File: src/sv/lpsp_pkg.sv
`default_nettype none
// ----------------------------------------------------------------------------
// lpsp_pkg
// Types and constants of the length-prefixed string parser.
// ----------------------------------------------------------------------------
package lpsp_pkg;

  localparam int unsigned REG_W      = 29;
  localparam int unsigned BYTE_W     = 8;
  localparam int unsigned ACC_W      = 32;
  localparam int unsigned VBN_W      = 3;
  localparam int unsigned CFG_IDX_W  = 2;
  localparam int unsigned OUT_DATA_W = 40;
  localparam int unsigned OUT_USER_W = 2;

  // Largest block size honoured; larger settings are clamped to it
  localparam logic [REG_W-1:0] MAX_BLOCK_BYTES = 29'd268435456;

  localparam logic [BYTE_W-1:0] LOW7          = 8'h7F;
  localparam logic [BYTE_W-1:0] CONT          = 8'h80;
  localparam logic [BYTE_W-1:0] HIGH_IN_FIFTH = 8'h70;
  localparam int unsigned       LAST_SHIFT    = 28;
  localparam logic [VBN_W-1:0]  VARINT_LAST   = 3'd4;

  typedef enum logic [1:0] {
    PH_LEN,
    PH_PAYLOAD,
    PH_STOP,
    PH_ERR
  } phase_t;

  typedef enum logic [1:0] {
    KIND_LENGTH,
    KIND_KEPT,
    KIND_PASSED,
    KIND_ERROR
  } kind_t;

  typedef enum logic [1:0] {
    ERR_NONE,
    ERR_VARINT_LONG,
    ERR_PAST_END,
    ERR_TRUNCATED
  } err_t;

  typedef enum logic [1:0] {
    CFG_BLOCK_BYTES,
    CFG_STRING_COUNT,
    CFG_SKIP_COUNT,
    CFG_LIMIT_COUNT
  } cfg_reg_t;

endpackage
`default_nettype wire

File: src/sv/length_prefixed_string_parser.sv
`default_nettype none
// ----------------------------------------------------------------------------
// length_prefixed_string_parser
// Splits a byte stream of varint-length-prefixed strings, skips and limits
// strings, and flags block end and malformed lengths.
// ----------------------------------------------------------------------------
//  Channel  Direction  Contents
//  in_      slave      one stream byte per transfer
//  out_     master     one result per input byte (kind, byte, index, flags)
//  cfg_     slave      register writes: block size, string count, skip, limit
//
//  One byte is taken per cycle unless a result waits stalled; the parse step
//  of a byte is one level of logic from parser state to the output register.
//  The output register frees in the cycle its result is taken, so in_tready
//  follows out_tready while a result waits.
//  rst_n is synchronous, active low, and clears state, configuration and out_tvalid.
// ----------------------------------------------------------------------------
module length_prefixed_string_parser (
  input  logic                                clk,
  input  logic                                rst_n,
  // in_tdata: [7:0] byte_value
  input  logic                                in_tvalid,
  output logic                                in_tready,
  input  logic [lpsp_pkg::BYTE_W-1:0]         in_tdata,
  // out_tdata: [7:0] data_byte, [36:8] string_index, [37] finished,
  //            [39:38] error_code
  // out_tuser: [1:0] byte_kind
  output logic                                out_tvalid,
  input  logic                                out_tready,
  output logic [lpsp_pkg::OUT_DATA_W-1:0]     out_tdata,
  output logic [lpsp_pkg::OUT_USER_W-1:0]     out_tuser,
  output logic                                out_tlast,
  input  logic                                cfg_valid,
  output logic                                cfg_ready,
  input  logic [lpsp_pkg::CFG_IDX_W-1:0]      cfg_index,
  input  logic [lpsp_pkg::REG_W-1:0]          cfg_data
);
  import lpsp_pkg::*;

  // configuration
  logic [REG_W-1:0] blk_r, strc_r, skip_r, lim_r;

  // parser state
  phase_t           phase_r, phase_nxt;
  logic [REG_W-1:0] pos_r, pos_nxt;
  logic [ACC_W-1:0] acc_r, acc_nxt;
  logic [VBN_W-1:0] vbn_r, vbn_nxt;
  logic [ACC_W-1:0] pl_r, pl_nxt;
  logic [REG_W-1:0] seen_r, seen_nxt;
  logic [REG_W-1:0] prod_r, prod_nxt;
  err_t             err_r, err_nxt;

  // step terms
  logic             take;
  logic [REG_W-1:0] eff_blk, pos_inc, left;
  logic             at_stop_cur, at_stop_nxt, stop_now, keep;
  logic [ACC_W-1:0] acc_low, acc_fifth, len_val, pl_dec;
  logic             len_done, str_end;

  // result fields
  kind_t            kind_o;
  err_t             errc_o;
  logic             end_o, fin_o;

  // output register
  logic                  out_valid_r;
  logic [OUT_DATA_W-1:0] out_data_r;
  logic [OUT_USER_W-1:0] out_user_r;
  logic                  out_last_r;

  assign take      = in_tvalid && in_tready;
  assign in_tready = !out_valid_r || out_tready;
  assign cfg_ready = 1'b1;

  // register writes
  always_ff @(posedge clk) begin
    if (!rst_n) begin
      blk_r  <= '0;
      strc_r <= '0;
      skip_r <= '0;
      lim_r  <= '0;
    end else if (cfg_valid) begin
      unique case (cfg_reg_t'(cfg_index))
        CFG_BLOCK_BYTES:  blk_r  <= cfg_data;
        CFG_STRING_COUNT: strc_r <= cfg_data;
        CFG_SKIP_COUNT:   skip_r <= cfg_data;
        CFG_LIMIT_COUNT:  lim_r  <= cfg_data;
        default:          blk_r  <= blk_r;
      endcase
    end
  end

  // shared terms of the step
  assign eff_blk     = (blk_r > MAX_BLOCK_BYTES) ? MAX_BLOCK_BYTES : blk_r;
  assign pos_inc     = pos_r + 1'b1;
  assign left        = (eff_blk > pos_inc) ? (eff_blk - pos_inc) : '0;
  assign keep        = (seen_r >= skip_r);
  assign at_stop_cur = (phase_r == PH_STOP) ||
                       ((phase_r == PH_LEN) && (vbn_r == '0) &&
                        ((seen_r >= strc_r) || (pos_r >= eff_blk)));
  assign stop_now    = (phase_r != PH_ERR) && at_stop_cur;
  assign pl_dec      = (pl_r != '0) ? (pl_r - 1'b1) : '0;
  assign acc_fifth   = acc_r | {in_tdata[3:0], {LAST_SHIFT{1'b0}}};

  // place the low seven bits by varint byte number
  always_comb begin
    unique case (vbn_r[1:0])
      2'd0:    acc_low = acc_r | {25'd0, in_tdata[6:0]};
      2'd1:    acc_low = acc_r | {18'd0, in_tdata[6:0], 7'd0};
      2'd2:    acc_low = acc_r | {11'd0, in_tdata[6:0], 14'd0};
      default: acc_low = acc_r | {4'd0, in_tdata[6:0], 21'd0};
    endcase
  end

  // next state
  always_comb begin
    phase_nxt = phase_r;
    pos_nxt   = pos_r;
    acc_nxt   = acc_r;
    vbn_nxt   = vbn_r;
    pl_nxt    = pl_r;
    seen_nxt  = seen_r;
    prod_nxt  = prod_r;
    err_nxt   = err_r;
    len_val   = acc_low;
    len_done  = 1'b0;
    str_end   = 1'b0;
    if (stop_now) begin
      phase_nxt = PH_STOP;
    end else begin
      unique case (phase_r)
        PH_LEN: begin
          pos_nxt = pos_inc;
          if (vbn_r >= VARINT_LAST) begin
            len_val = acc_fifth;
            acc_nxt = acc_fifth;
            if ((in_tdata & (CONT | HIGH_IN_FIFTH)) != '0) begin
              phase_nxt = PH_ERR;
              err_nxt   = ERR_VARINT_LONG;
            end else begin
              len_done = 1'b1;
            end
          end else begin
            acc_nxt = acc_low;
            if ((in_tdata & CONT) != '0) begin
              if (pos_inc >= eff_blk) begin
                phase_nxt = PH_ERR;
                err_nxt   = ERR_TRUNCATED;
              end else begin
                vbn_nxt = vbn_r + 1'b1;
              end
            end else begin
              len_done = 1'b1;
            end
          end
          // a complete length opens a string, ends an empty one, stops, or fails
          if (len_done) begin
            acc_nxt = '0;
            vbn_nxt = '0;
            if (len_val > {3'd0, left}) begin
              phase_nxt = PH_ERR;
              err_nxt   = ERR_PAST_END;
            end else if (keep && (prod_r >= lim_r)) begin
              phase_nxt = PH_STOP;
            end else if (len_val == '0) begin
              seen_nxt = seen_r + 1'b1;
              if (keep) begin
                prod_nxt = prod_r + 1'b1;
                str_end  = 1'b1;
              end
            end else begin
              pl_nxt    = len_val;
              phase_nxt = PH_PAYLOAD;
            end
          end
        end
        PH_PAYLOAD: begin
          pos_nxt = pos_inc;
          pl_nxt  = pl_dec;
          if (pl_dec == '0) begin
            seen_nxt  = seen_r + 1'b1;
            phase_nxt = PH_LEN;
            if (keep) begin
              prod_nxt = prod_r + 1'b1;
              str_end  = 1'b1;
            end
          end
        end
        default: begin
          phase_nxt = phase_r;
        end
      endcase
    end
  end

  assign at_stop_nxt = (phase_nxt == PH_STOP) ||
                       ((phase_nxt == PH_LEN) && (vbn_nxt == '0) &&
                        ((seen_nxt >= strc_r) || (pos_nxt >= eff_blk)));

  // result fields
  always_comb begin
    if (phase_nxt == PH_ERR) begin
      kind_o = KIND_ERROR;
    end else if (stop_now) begin
      kind_o = KIND_PASSED;
    end else if (phase_r == PH_LEN) begin
      kind_o = KIND_LENGTH;
    end else if (phase_r == PH_PAYLOAD) begin
      kind_o = keep ? KIND_KEPT : KIND_PASSED;
    end else begin
      kind_o = KIND_PASSED;
    end
    end_o  = (phase_nxt != PH_ERR) && str_end;
    fin_o  = (phase_nxt != PH_ERR) && at_stop_nxt;
    errc_o = (phase_nxt == PH_ERR) ? err_nxt : ERR_NONE;
  end

  // state update on each input transfer
  always_ff @(posedge clk) begin
    if (!rst_n) begin
      phase_r <= PH_LEN;
      pos_r   <= '0;
      acc_r   <= '0;
      vbn_r   <= '0;
      pl_r    <= '0;
      seen_r  <= '0;
      prod_r  <= '0;
      err_r   <= ERR_NONE;
    end else if (take) begin
      phase_r <= phase_nxt;
      pos_r   <= pos_nxt;
      acc_r   <= acc_nxt;
      vbn_r   <= vbn_nxt;
      pl_r    <= pl_nxt;
      seen_r  <= seen_nxt;
      prod_r  <= prod_nxt;
      err_r   <= err_nxt;
    end
  end

  // output register: valid flag
  always_ff @(posedge clk) begin
    if (!rst_n) begin
      out_valid_r <= 1'b0;
    end else if (take) begin
      out_valid_r <= 1'b1;
    end else if (out_tready) begin
      out_valid_r <= 1'b0;
    end
  end

  // output register: payload
  always_ff @(posedge clk) begin
    if (take) begin
      out_data_r <= {errc_o, fin_o, seen_r, in_tdata};
      out_user_r <= kind_o;
      out_last_r <= end_o;
    end
  end

  assign out_tvalid = out_valid_r;
  assign out_tdata  = out_data_r;
  assign out_tuser  = out_user_r;
  assign out_tlast  = out_last_r;

endmodule
`default_nettype wire

File: config.mk
export PLATFORM = sky130hd
export DESIGN_NAME = length_prefixed_string_parser
export DESIGN_NICKNAME = d
export VERILOG_FILES = /design/src/sv/lpsp_pkg.sv /design/src/sv/length_prefixed_string_parser.sv
export SDC_FILE = /design/constraint.sdc
export NUM_CORES = 1
export LEC_CHECK = 0
export BUFFER_PORTS_ARGS = -buffer_cell sky130_fd_sc_hd__buf_2
export CORE_UTILIZATION = 35
export CTS_CLUSTER_SIZE = 30
export DETAILED_ROUTE_END_ITERATION = 10
export MAX_ROUTING_LAYER = met4
export PLACE_DENSITY_LB_ADDON = 0.3
export SLEW_MARGIN = 10
export SYNTH_ARGS = -nofsm -noshare
export SYNTH_HDL_FRONTEND = slang
export SYNTH_SLANG_ARGS = --single-unit
File: constraint.sdc
create_clock -name clk -period 11.75 [get_ports clk]
set_input_delay 2.35 -clock clk [delete_from_list [all_inputs] [get_ports clk]]
set_output_delay 2.35 -clock clk [all_outputs]
set_load 0.01 [all_outputs]
* Yosys cells after proc, flatten, opt, wreduce, memory -nomap -nowiden
Index checks and enable logic that the tools add are counted.
** Operators by class
- Add/sub/neg operators :: 6
- Order comparisons :: 11
- Equality and inequality tests :: 17
- Mux-type cells :: 73
- Bitwise operators :: 6
- Reduce and logical (&&, ||, !) cells :: 36
** Operators with widths (number)
- 29-bit two-way mux :: 16
- 32-bit two-way mux :: 9
- 29-bit greater-or-equal comparator :: 7
- 29-bit one-hot mux with 2 select lines :: 2
- 32-bit one-hot mux with 3 select lines :: 1
- 29-bit by 1-bit adder with 29-bit output (second input constant) :: 3
- 32-bit logical NOT :: 2
- 32-bit one-hot mux with 2 select lines :: 1
- 2-bit two-way mux :: 21
- 32-bit by 29-bit greater-than comparator with 1-bit output :: 1
- 32-bit by 14-bit bitwise OR with 32-bit output :: 1
- 32-bit by 21-bit bitwise OR with 32-bit output :: 1
- 32-bit by 28-bit bitwise OR with 32-bit output :: 1
- 32-bit bitwise OR :: 1
- 32-bit by 7-bit bitwise OR with 32-bit output :: 1
- 32-bit nonzero test :: 1
- 32-bit by 1-bit subtractor with 32-bit output (second input constant) :: 1
- 29-bit greater-than comparator :: 1
- 29-bit greater-than comparator (second input constant) :: 1
- 29-bit subtractor :: 1
- 3-bit two-way mux :: 6
- 2-bit inequality test (second input constant) :: 8
- 1-bit two-way mux :: 15
- 2-bit equality test (second input constant) :: 6
- 18 further kinds :: 41
** Word-level totals
- Flip-flop bits (word level) :: 318
- Bits of input ports :: 44
- Output and inout bits :: 46
- Logic and storage cells :: 167

* Depth between registers and ports, before layout
Gate-level depths: netlist of run 1.
- Word-level depth :: 20
- Gate-level depth with buffers :: 45

* Worst setup path after synthesis of run 1
Ideal clock, no wire load.
- Path type :: reg2reg
- From :: register pos_r[2]
- To :: register out_data_r[37] (netlist: out_tdata[37]) (data pin)
- Library setup time :: 0.254 ns
- Data arrival time :: 8.556 ns
- Required time :: 11.496 ns
- Path slack :: 2.940 ns
- Cell stages (with the launch flop) :: 41
- Path buffers :: 5
- Clock period less this slack :: 8.810 ns
- Cells stage by stage :: dfxtp_1 clkbuf_1 and3_1 nand3_1 nor4_1 and3_1 and3_1 and3_1 and3_1 xnor2_1 ha_1 nand4_1 or3_1 a21oi_1 nand3_1 o21ai_0 clkbuf_1 clkbuf_1 [... 5 more ...] o31ai_2 o211ai_1 nor3_2 or2_1 buf_2 buf_2 nand3_1 xnor2_1 ha_1 a21o_1 a21o_1 a21oi_1 o22ai_1 a211oi_1 a21oi_1 a211oi_1 a211oi_1 o21a_1
** On the way
- Elaborated cells on any way between the ends :: 43
** RTL lines
- from (decl) :: RTL line length_prefixed_string_parser.sv:45 : logic [REG_W-1:0] pos_r, pos_nxt;
- from (signal assigned) :: RTL line length_prefixed_string_parser.sv:231 : pos_r <= pos_nxt;
- 29-bit by 1-bit adder with 29-bit output :: RTL line length_prefixed_string_parser.sv:95 : assign pos_inc = pos_r + 1'b1;
- 29-bit subtractor or 29-bit greater-than comparator (tied branches) :: RTL line length_prefixed_string_parser.sv:96 : assign left = (eff_blk > pos_inc) ? (eff_blk - pos_inc) : '0;
- 29-bit two-way mux :: RTL line length_prefixed_string_parser.sv:96
- 32-bit by 29-bit greater-than comparator with 1-bit output :: RTL line length_prefixed_string_parser.sv:160 : if (len_val > {3'd0, left}) begin
- 29-bit two-way mux :: RTL line length_prefixed_string_parser.sv:160
- 29-bit two-way mux :: RTL line length_prefixed_string_parser.sv:157 : if (len_done) begin
- 29-bit one-hot mux with 2 select lines :: RTL line length_prefixed_string_parser.sv:131 : unique case (phase_r)
- 29-bit two-way mux * :: RTL line length_prefixed_string_parser.sv:128 : if (stop_now) begin
- net seen_nxt[14] :: RTL line length_prefixed_string_parser.sv:49 : logic [REG_W-1:0] seen_r, seen_nxt;
- 29-bit greater-or-equal comparator * :: RTL line length_prefixed_string_parser.sv:198 : ((seen_nxt >= strc_r) || (pos_nxt >= eff_blk)));
- 1-bit logical OR * :: RTL line length_prefixed_string_parser.sv:198
- 1-bit logical AND * :: RTL line length_prefixed_string_parser.sv:197 : ((phase_nxt == PH_LEN) && (vbn_nxt == '0) &&
- 1-bit logical OR * :: RTL line length_prefixed_string_parser.sv:196 : assign at_stop_nxt = (phase_nxt == PH_STOP) ||
- 1-bit logical AND * :: RTL line length_prefixed_string_parser.sv:214 : fin_o = (phase_nxt != PH_ERR) && at_stop_nxt;
- net fin_o :: RTL line length_prefixed_string_parser.sv:63 : logic end_o, fin_o;
- to (signal assigned) :: RTL line length_prefixed_string_parser.sv:255 : out_data_r <= {errc_o, fin_o, seen_r, in_tdata};
- to (decl) :: RTL line length_prefixed_string_parser.sv:67 : logic [OUT_DATA_W-1:0] out_data_r;
The timed path passes the listed nets; every way through them passes the cells marked *.
A chain may end at the register's enable or synchronous reset.

* Worst setup path in the final report of run 1
- From :: register pos_r[0]
- To :: register out_data_r[37] (netlist: out_tdata[37]) (data pin)
The elaborated chain is that of the path after synthesis.

==> metrics, run 1 <==
Cell Area, Synth=approximately 22000 um^2; per-cell via count in the routed design=between 5 and 6; run status=completed; proportion of register bits with asynchronous set or reset after synthesis=0%; total I/O pin count=90; number of setup violations in the final report=0; Adder-Cell Fraction of Synth Area=around 14%; number of violations of the max-capacitance limit=0; Power Density=146.4 nW/um^2; WP data arrival=10.31 ns; area taken by multi-input logic gates=13820 um^2; WL final=67.61 mm; transition at the pin with the smallest max-transition slack=1.235 ns; horizontal die dimension=251.8 um; Design Area, Final=24250 um^2; critical path start-end classification=flop to flop; fillers=6515; Overflow after GRT=0; CTS Root Buffer Type=clkbuf_16; area fraction in compound gates after synthesis=19.26%; global routing usage summed across all routing layers=21.44%; drt first-iter violations=1644; final number of hold-violating endpoints=0; Die Height=251.8 um; post-synthesis share of cell area spent on and, or, nand and nor gates=roughly a quarter; via count of the routed design=19860; Synth-to-Final Area Change=11.02%; Leak Pwr=9.893 nW; uppermost signal routing layer after detailed routing=met4; cell type with the largest total area after synthesis=dfxtp_1; count of cell types in the netlist=94; data required time of the critical path=12.06 ns; Synth warnings=0; number of clock sinks seen by CTS=approximately 320; post-CTS setup buffers=0; share of the synthesized netlist area taken by xor and xnor gates=5.775%; class of the most critical hold timing path=flop to flop; count of nets after finishing=~3100; Final Max Tran Viols=0; Port Buf Inserts=88; effective utilization at floorplan=35.39%; full die area=approximately 63000 um^2; routed wirelength normalized by instance count=18.48 um; Inserted Clock Buffers=38; Period minus WS final=9.993 ns; wire length on met2=~28 mm; first drt pass iteration count=8; Critical Path Max Stage Delay=~0.86 ns; pin count of the biggest net entering global routing=153; total chip power=3.550 mW; ratio of final minimum period to clock period=85.05%; RSZ-0062 raised after global routing=no; mux cell area share after synthesis=0.6531%; FF+latch count, synth=318; area used by sequential logic in the layout=slightly below 7000 um^2; Antenna Violating Nets Remaining=0; number of synthesized flops with an enable pin=43; main combinational cell family by area after synthesis=simple AND/OR/NAND/NOR gates; leading cell types in the layout, fill and taps excluded=nand2_1, a21oi_1, dfxtp_1, ha_1, nor2_1; CTS tree=done; number of global-route vias before repair=17862; Cell Rows=between 90 and 100; setup clock skew after layout=0.02464 ns; number of levels the H-tree was split into=2; antenna violations before repair=3; number of instances in the synthesized netlist=2787; DRC viols=0; net count after synthesis=between 3000 and 4000; share of Yosys cell area claimed by the top area cell type=between 20% and 30%; leading cell types by total area after synthesis=dfxtp_1, ha_1, a21oi_1, nand2_1, edfxtp_1; buffers from clock root to sink, at most=3; post-detailed-placement half-perimeter wirelength=between 40 and 50 mm; Highest Clock Rate=100.1 MHz; area of the placeable core=61710 um^2; top_reg_cell synth=dfxtp_1; post-synthesis average cell area=7.836 um^2; total negative slack=0 ns; largest fanout on the critical path=33; endpoint kind of the worst setup timing path=flop; Skew-Pair Late Insertion Delay=0.57 ns; ratio of cells with drive above 1 in the final layout=7.700%; wire length of the first global-routing pass=roughly 100 mm; cells resized by post-CTS repair=0; Routed met3 length=around 4.6 mm; CP max stage cell=o21ai_2; share of the yosys chip area belonging to registers=31.12%; commonest non-fill, non-tap cell in the layout=nand2_1; clock transition at the registers of the reported paths=0.06 ns; Placed Area=between 20000 and 25000 um^2; number of buffers inserted for hold repair after clock tree synthesis=0; kind of launch point of the worst setup path=flop; maximum ir drop on the vdd rail=between 0.08 and 0.09 mV; sum of routed wire segments on met1=33.28 mm; placer congestion estimate=0.9136; remaining max-slew budget at the tightest pin=17.69%
cell type report:
type / instances / share of cell area (%)
sequential: 318 / 28.03
clock buffer: 50 / 4.443
multi-input combinational: 2148 / 57.00
timing repair buffer: 110 / 2.498
antenna: 4 / 0.04128
clock inverter: 18 / 0.9444
inverter: 174 / 2.725
tap: 837 / 4.319
logic make-up after synthesis:
group / count (synthesis)
simple gates: 1067
compound gates: 681
buf+inv: 321
flops: 318
fa+ha+maj: 241
xor+xnor: 144
mux: 14
other cells: 1
per-layer routing:
layer / vias up / global-route usage (%)
met1: 9285 / 30.74
met4: 0 / 5.593
met2: 570 / 31.10
met3: 78 / 3.239
li1: 9927 / -
met5: - / -
worst max-delay path: cells and delay by family, from the launching register on:
kind,cells,cell delay (ns)
buffers and inverters,1,0.07
DFF,1,0.42
and+or+nand+nor,14,3.54
xor gates and xnor gates,2,0.34
adders and majority gates,4,1.23
AOI/OAI and AO/OA,16,4.08
metrics by stage:
stage          util, %  cells  hold slack [ns]  setup WS (ns)
5_1_grt          39.28   3658           0.4689         0.9052
3_3_place_gp     37.16   3587           0.4423          2.014
2_1_floorplan        -   2787           0.4363          2.940
6_report         39.29   3659           0.4508          1.757
4_1_cts          39.27   3655           0.4546          1.738
3_5_place_dp     37.16   3587           0.4466          1.791
cell usage after synthesis (7+ instances only):
cell type and number:
a211o_1 7, a211oi_1 19, a21o_1 44, a21oi_1 321, a221oi_1 9, a22o_1 9
a22oi_1 33, a31o_2 9, a31oi_1 13, and2_1 24, and3_1 39, and4_1 14
buf_1 9, buf_2 15, clkbuf_1 119, dfxtp_1 275, edfxtp_1 43, ha_1 240
inv_1 173, mux2i_1 12, nand2_1 411, nand2b_1 18, nand3_1 90, nand4_1 65
nor2_1 189, nor2b_1 16, nor3_1 50, nor4_1 44, o211ai_1 13, o21a_1 19
o21ai_0 92, o21ai_1 7, o21bai_1 8, o31a_1 7, o31ai_1 21, or2_2 8
or3_1 53, or4_1 11, xnor2_1 93, xor2_1 51
registers in the layout, summed over array words and instances, names as in the netlist:
| register | count |
|---|---|
| seen_r | 29 |
| acc_r | 32 |
| skip_r | 29 |
| out_tvalid | 1 |
| err_r | 2 |
| phase_r | 2 |
| blk_r | 29 |
| strc_r | 29 |
| pos_r | 29 |
| out_tlast | 1 |
| out_tdata | 40 |
| out_tuser | 2 |
| lim_r | 29 |
| vbn_r | 3 |
| pl_r | 32 |
| prod_r | 29 |
where the power goes:
group | leakage (nW) | switching, mW | internal (mW)
clock | 0.629 | 0.501 | 0.739
combinational | 6.61 | 0.745 | 0.373
sequential | 2.65 | 0.0446 | 1.15
total | 9.89 | 1.29 | 2.26
path summary, 6_finish.rpt:
check                           slack (ns)       endpoint  cells after the start      start
worst max register to register        1.76  out_tdata[37]                     37   pos_r[0]
worst max-delay path                  1.76  out_tdata[37]                     37   pos_r[0]
worst min-delay path                  0.45      skip_r[5]                      2  skip_r[5]
worst min register to register        0.45      skip_r[5]                      2  skip_r[5]
(Power assumes the default switching activity.)
==> run 2, diff against run 1 <==
--- a/config.mk
+++ b/config.mk
@@ -7,6 +7,7 @@
 export LEC_CHECK = 0
 export BUFFER_PORTS_ARGS = -buffer_cell sky130_fd_sc_hd__buf_2
 export CORE_UTILIZATION = 35
+export CTS_BUF_LIST = sky130_fd_sc_hd__clkbuf_8
 export CTS_CLUSTER_SIZE = 30
 export DETAILED_ROUTE_END_ITERATION = 10
 export MAX_ROUTING_LAYER = met4
==> run 2 against run 1 <==
Compared with the run above: register-to-register slack got worse by 0.04 ns; critical path depth increased by 1; worst hold slack improved by 0.00073 ns; utilization decreased by 0.25 points; sequential cell count unchanged; clock-buffer cell count increased by 15; sequential share of layout area increased by 0.18 points; via count increased by 1.2%; non-clock buffer count unchanged; die area unchanged; setup slack got worse by 0.037 ns; wire length increased by 0.84%; critical path type unchanged; highest routed layer unchanged.
==> metrics, run 2 (synthesis results as in run 1) <==
buffer and inverter count on the worst path=1 (unchanged); effective utilization at floorplan=35.39% (unchanged); clock transition at the registers of the reported paths=0.06 ns (about the same); leading cell types in the layout, fill and taps excluded=nand2_1, a21oi_1, dfxtp_1, ha_1, nor2_1; commonest non-fill, non-tap cell in the layout=nand2_1; remaining max-slew budget at the tightest pin=19.57% (+1.9 points); antenna violations before repair=4 (+1); Leak Pwr=9.903 nW (about the same); ratio of final minimum period to clock period=85.36% (+0.32 points); Overflow after GRT=0 (unchanged); total negative slack=0 ns (unchanged); number of clock sinks seen by CTS=318 (unchanged); critical path start-end classification=flop to flop; WP data arrival=10.44 ns (+0.13 ns); setup clock skew after layout=0.06679 ns (+0.04216 ns); final core utilization=39.04% (-0.25 points); Largest register FFs=40 (unchanged); class of the most critical hold timing path=flop to flop; total I/O pin count=90 (unchanged); Cell Rows=91 (unchanged); number of setup violations in the final report=0 (unchanged); cells resized by post-CTS repair=0 (unchanged); Port Buf Inserts=88 (unchanged); number of levels the H-tree was split into=2 (unchanged); horizontal die dimension=251.8 um (unchanged); DRC viols=0 (unchanged); RSZ-0062 raised after global routing=no; number of buffers inserted for hold repair after clock tree synthesis=0 (unchanged); Register-to-Register Setup Slack=1.72 ns (-0.04 ns); ratio of cells with drive above 1 in the final layout=8.307% (+0.61 points); Inserted Clock Buffers=58 (+53%); Critical Path Max Stage Delay=0.87 ns (about the same); HP Start=skip_r[5]; Worst Hold Depth=2 (unchanged); Period minus WS final=10.03 ns (+0.03718 ns); transition at the pin with the smallest max-transition slack=1.206 ns (-0.02828 ns); Power Density=140.4 nW/um^2 (-4.1%); first drt pass iteration count=5 (-3); fillers=6552 (+0.57%); CTS tree=done; final number of hold-violating endpoints=0 (unchanged); routed wirelength normalized by instance count=18.45 um (-0.17%); run status=completed; count of cells along the worst register-to-register path=38 (+2.7%); global routing usage summed across all routing layers=21.52% (+0.078 points); terminus of the critical flop-to-flop path=out_tdata[37]; Skew-Pair Late Insertion Delay=0.71 ns (+0.14 ns); Design Area, Final=24090 um^2 (-0.65%); count of nets after finishing=3095 (+0.65%); Hold EP=skip_r[5]; crit-path leading delay family=compound AO/OA/AOI/OAI gates; via count of the routed design=20099 (+1.2%); Final Max Tran Viols=0 (unchanged); crit path from=pos_r[0]; post-CTS setup buffers=0 (unchanged); post-detailed-placement half-perimeter wirelength=49.41 mm (unchanged); CP max stage cell=o21ai_2; Placed Area=22930 um^2 (unchanged); Highest Clock Rate=99.70 MHz (-0.37%); maximum ir drop on the vdd rail=0.08940 mV (+1.5%); area of the placeable core=61710 um^2 (unchanged); Antenna Violating Nets Remaining=0 (unchanged); Die Height=251.8 um (unchanged); number of violations of the max-capacitance limit=0 (unchanged); data required time of the critical path=12.16 ns (+0.10 ns); endpoint kind of the worst setup timing path=flop; per-cell via count in the routed design=5.438 (+0.19%); wire length of the first global-routing pass=104.6 mm (+0.35%); largest fanout on the critical path=33 (unchanged); WL final=68.18 mm (+0.84%); full die area=63400 um^2 (unchanged); number of global-route vias before repair=18085 (+1.2%); kind of launch point of the worst setup path=flop; buffers from clock root to sink, at most=3 (unchanged); Synth-to-Final Area Change=10.30%; drt first-iter violations=1786 (+8.6%); worst reg2reg startpoint=pos_r[0]; CTS Root Buffer Type=clkbuf_8; pin count of the biggest net entering global routing=153 (unchanged); placer congestion estimate=0.9136 (unchanged)
-- run 2: cell types whose count changed in the layout (fill, tap and decap cells not counted), moves of 2 or more --
cell and delta:
inv_1 +14, clkinvlp_4 -2, diode_2 +2, clkinv_2 +5, clkinv_1 +6, clkbuf_8 +59
clkbuf_16 -39, inv_6 -2, clkbuf_1 -5, bufinv_16 -2
-- run 2: worst max path at each step --
stage	to	depth (start not counted)
after detailed placement	out_tdata[37]	38
after global placement	out_tdata[37]	38
after floorplan	out_tdata[37]	40
after CTS	out_tdata[37]	38
final	out_tdata[37]	38
after global routing	out_tdata[37]	38
-- run 2: final cells by class --
class	count	area [um^2]	area share (%)
diodes	6	15.01	0.06233
repair buffers	110	605.6	2.514
flip-flops and latches	318	6797	28.21
well taps	837	1047	4.347
multi-input cells	2148	13820	57.37
inverters	174	660.6	2.742
clock buffers	65	894.6	3.714
clock inverters	38	250.2	1.039
-- run 2: worst min-delay path, stage by stage, from the launching register on --
cell	delay (ns)
dfxtp_1	0.31
nand2_1	0.05
a21oi_1	0.05
-- run 2: metal layers --
layer	vias to the layer above	track usage (%)	part of all wire, %
li1	9990	-	-
met5	-	-	0
met4	0	6.234	2.4
met3	91	3.384	6.7
met2	590	30.96	41
met1	9428	30.74	49
-- run 2: power by group --
part | internal [mW] | switching (mW)
logic | 0.373 | 0.745
registers | 1.15 | 0.0450
clock network | 0.555 | 0.517
-- run 2: per-stage QoR --
step	hold slack, ns	worst slack (ns)	power [mW]	cells
finish	0.4516	1.720	3.382	3696
global route	0.4691	0.8960	3.561	3694
CTS	0.4547	1.738	3.387	3690
detailed placement	0.4466	1.791	2.316	3587
global placement	0.4423	2.014	2.312	3587
floorplan	0.4363	2.940	1.985	2787
==> run 3, diff against run 2 <==
--- a/config.mk
+++ b/config.mk
@@ -5,11 +5,11 @@
 export SDC_FILE = /design/constraint.sdc
 export NUM_CORES = 1
 export LEC_CHECK = 0
-export BUFFER_PORTS_ARGS = -buffer_cell sky130_fd_sc_hd__buf_2
 export CORE_UTILIZATION = 35
 export CTS_BUF_LIST = sky130_fd_sc_hd__clkbuf_8
 export CTS_CLUSTER_SIZE = 30
 export DETAILED_ROUTE_END_ITERATION = 10
+export DONT_BUFFER_PORTS = 1
 export MAX_ROUTING_LAYER = met4
 export PLACE_DENSITY_LB_ADDON = 0.3
 export SLEW_MARGIN = 10
==> run 3 against run 2 <==
Compared with the run above: fmax increased by 4.3%; critical path depth grew 1; setup slack gained 0.41 ns; sequential share of layout area up 0.30 points; worst hold slack gained 0.0011 ns; clock-buffer cell count grew 6; clock power grew 15%; global-route usage rose by 1.1 points; design area shrank 1.0%; largest power group is now clock; highest routed layer unchanged.
==> metrics, run 3 (synthesis results as in run 1) <==
run status=completed; post-CTS setup buffers=0 (unchanged); WL final=70.06 mm (+2.8%); ratio of cells with drive above 1 in the final layout=6.025% (-2.3 points); class of the most critical hold timing path=flop to flop; uppermost signal routing layer after detailed routing=met4; number of global-route vias before repair=19146 (+5.9%); number of violations of the max-capacitance limit=0 (unchanged); RSZ-0062 raised after global routing=no; number of buffers inserted for hold repair after clock tree synthesis=0 (unchanged); Worst Hold Slack=0.4526 ns (+0.001053 ns); total negative slack=0 ns (unchanged); cells resized by post-CTS repair=0 (unchanged); Highest Clock Rate=104.0 MHz (+4.3%); Port Buf Inserts=0 (-100%); horizontal die dimension=251.8 um (unchanged); kind of launch point of the worst setup path=flop; first drt pass iteration count=7 (+2); setup clock skew after layout=0.05319 ns (-0.01360 ns); data required time of the critical path=12.19 ns (+0.03 ns); fillers=6445 (-1.6%); Antenna Violating Nets Remaining=0 (unchanged); pin count of the biggest net entering global routing=98 (-36%); remaining max-slew budget at the tightest pin=21.83% (+2.3 points); Critical Path Max Stage Delay=0.48 ns (-0.39 ns); placer congestion estimate=0.9045 (-1.0%); WP data arrival=10.06 ns (-0.38 ns); count of nets after finishing=3007 (-2.8%); Inserted Clock Buffers=58 (unchanged); Synth-to-Final Area Change=9.155%; via count of the routed design=20216 (+0.58%); effective utilization at floorplan=35.39% (unchanged); area of the placeable core=61710 um^2 (unchanged); final number of hold-violating endpoints=0 (unchanged); full die area=63400 um^2 (unchanged); ratio of final minimum period to clock period=81.83% (-3.5 points); Die Height=251.8 um (unchanged); Power Density=147.1 nW/um^2 (+4.8%); endpoint kind of the worst setup timing path=flop; total I/O pin count=90 (unchanged); critical path start-end classification=flop to flop; Final Max Tran Viols=0 (unchanged); wire length on met2=30.73 mm (+8.6%); commonest non-fill, non-tap cell in the layout=nand2_1; maximum ir drop on the vdd rail=0.08731 mV (-2.3%); Routed met3 length=6.010 mm (+31%); leading cell types in the layout, fill and taps excluded=nand2_1, a21oi_1, dfxtp_1, ha_1, nor2_1; transition at the pin with the smallest max-transition slack=1.173 ns (-0.03385 ns); Overflow after GRT=0 (unchanged); CTS tree=done; routed wirelength normalized by instance count=19.41 um (+5.2%); CTS Root Buffer Type=clkbuf_8; Period minus WS final=9.615 ns (-0.4146 ns); buffers from clock root to sink, at most=3 (unchanged); wire length of the first global-routing pass=110.3 mm (+5.4%); Skew-Pair Late Insertion Delay=0.73 ns (+0.02 ns); number of clock sinks seen by CTS=318 (unchanged); Cell Rows=91 (unchanged); clock transition at the registers of the reported paths=0.07 ns (about the same); sum of routed wire segments on met1=32.08 mm (-4.6%); antenna violations before repair=1 (-3); number of levels the H-tree was split into=2 (unchanged); largest fanout on the critical path=19 (-42%); post-detailed-placement half-perimeter wirelength=51.81 mm (+4.8%); Leak Pwr=9.624 nW (-2.8%); CP max stage cell=o21ai_1; DRC viols=0 (unchanged); number of setup violations in the final report=0 (unchanged); global routing usage summed across all routing layers=22.62% (+1.1 points); drt first-iter violations=1715 (-4.0%); per-cell via count in the routed design=5.600 (+3.0%); Largest register FFs=40 (unchanged)
-- run 3: through the flow --
step	instances	setup slack [ns]	area [um^2]	power, mW	util, %
after floorplan	2787	2.940	21840	1.985	-
after global placement	3499	2.543	22490	2.271	36.44
after detailed placement	3499	2.292	22490	2.286	36.44
after CTS	3609	2.241	23840	3.522	38.63
after global routing	3610	1.501	23840	3.694	38.63
final	3610	2.135	23840	3.507	38.63
-- run 3: metal layers --
layer	vias up	GRT usage, %
met1	9608	30.24
li1	9806	-
met5	-	-
met2	715	34.21
met3	87	5.468
met4	0	5.299
-- run 3: cell type report --
type / instances / area [um^2] / area share [%]
multi-input cells: 2148 / 13820 / 57.97
flip-flops and latches: 318 / 6797 / 28.51
well taps: 837 / 1047 / 4.393
clock buffers: 71 / 977.2 / 4.099
inverters: 174 / 658.1 / 2.761
clock inverters: 39 / 372.9 / 1.564
repair buffers: 22 / 165.2 / 0.6928
diodes: 1 / 2.502 / 0.01050
-- run 3: final timing paths --
check	start	endpoint	cells after the start	slack, ns
worst max-delay path	blk_r[2]	out_tdata[37]	39	2.13
worst min-delay path	skip_r[19]	skip_r[19]	2	0.45
worst max register to register	blk_r[2]	out_tdata[37]	39	2.13
worst min register to register	skip_r[19]	skip_r[19]	2	0.45
-- run 3: report_power, final --
| group | switching, mW | internal, mW | leakage, nW | total, mW |
|---|---|---|---|---|
| clock | 0.539 | 0.689 | 0.718 | 1.23 |
| sequential | 0.0530 | 1.15 | 2.65 | 1.20 |
| combinational | 0.718 | 0.360 | 6.26 | 1.08 |
-- run 3: critical path, delay by kind of cell (launching register included) --
kind                     cells  cell delay [ns]
AO/OA/AOI/OAI               19             4.60
XOR/XNOR                     1             0.15
adder cells (fa/ha/maj)      4             1.23
buffers and inverters        1             0.29
flip-flops                   1             0.32
multiplexers                 1             0.36
AND/OR/NAND/NOR             13             2.39
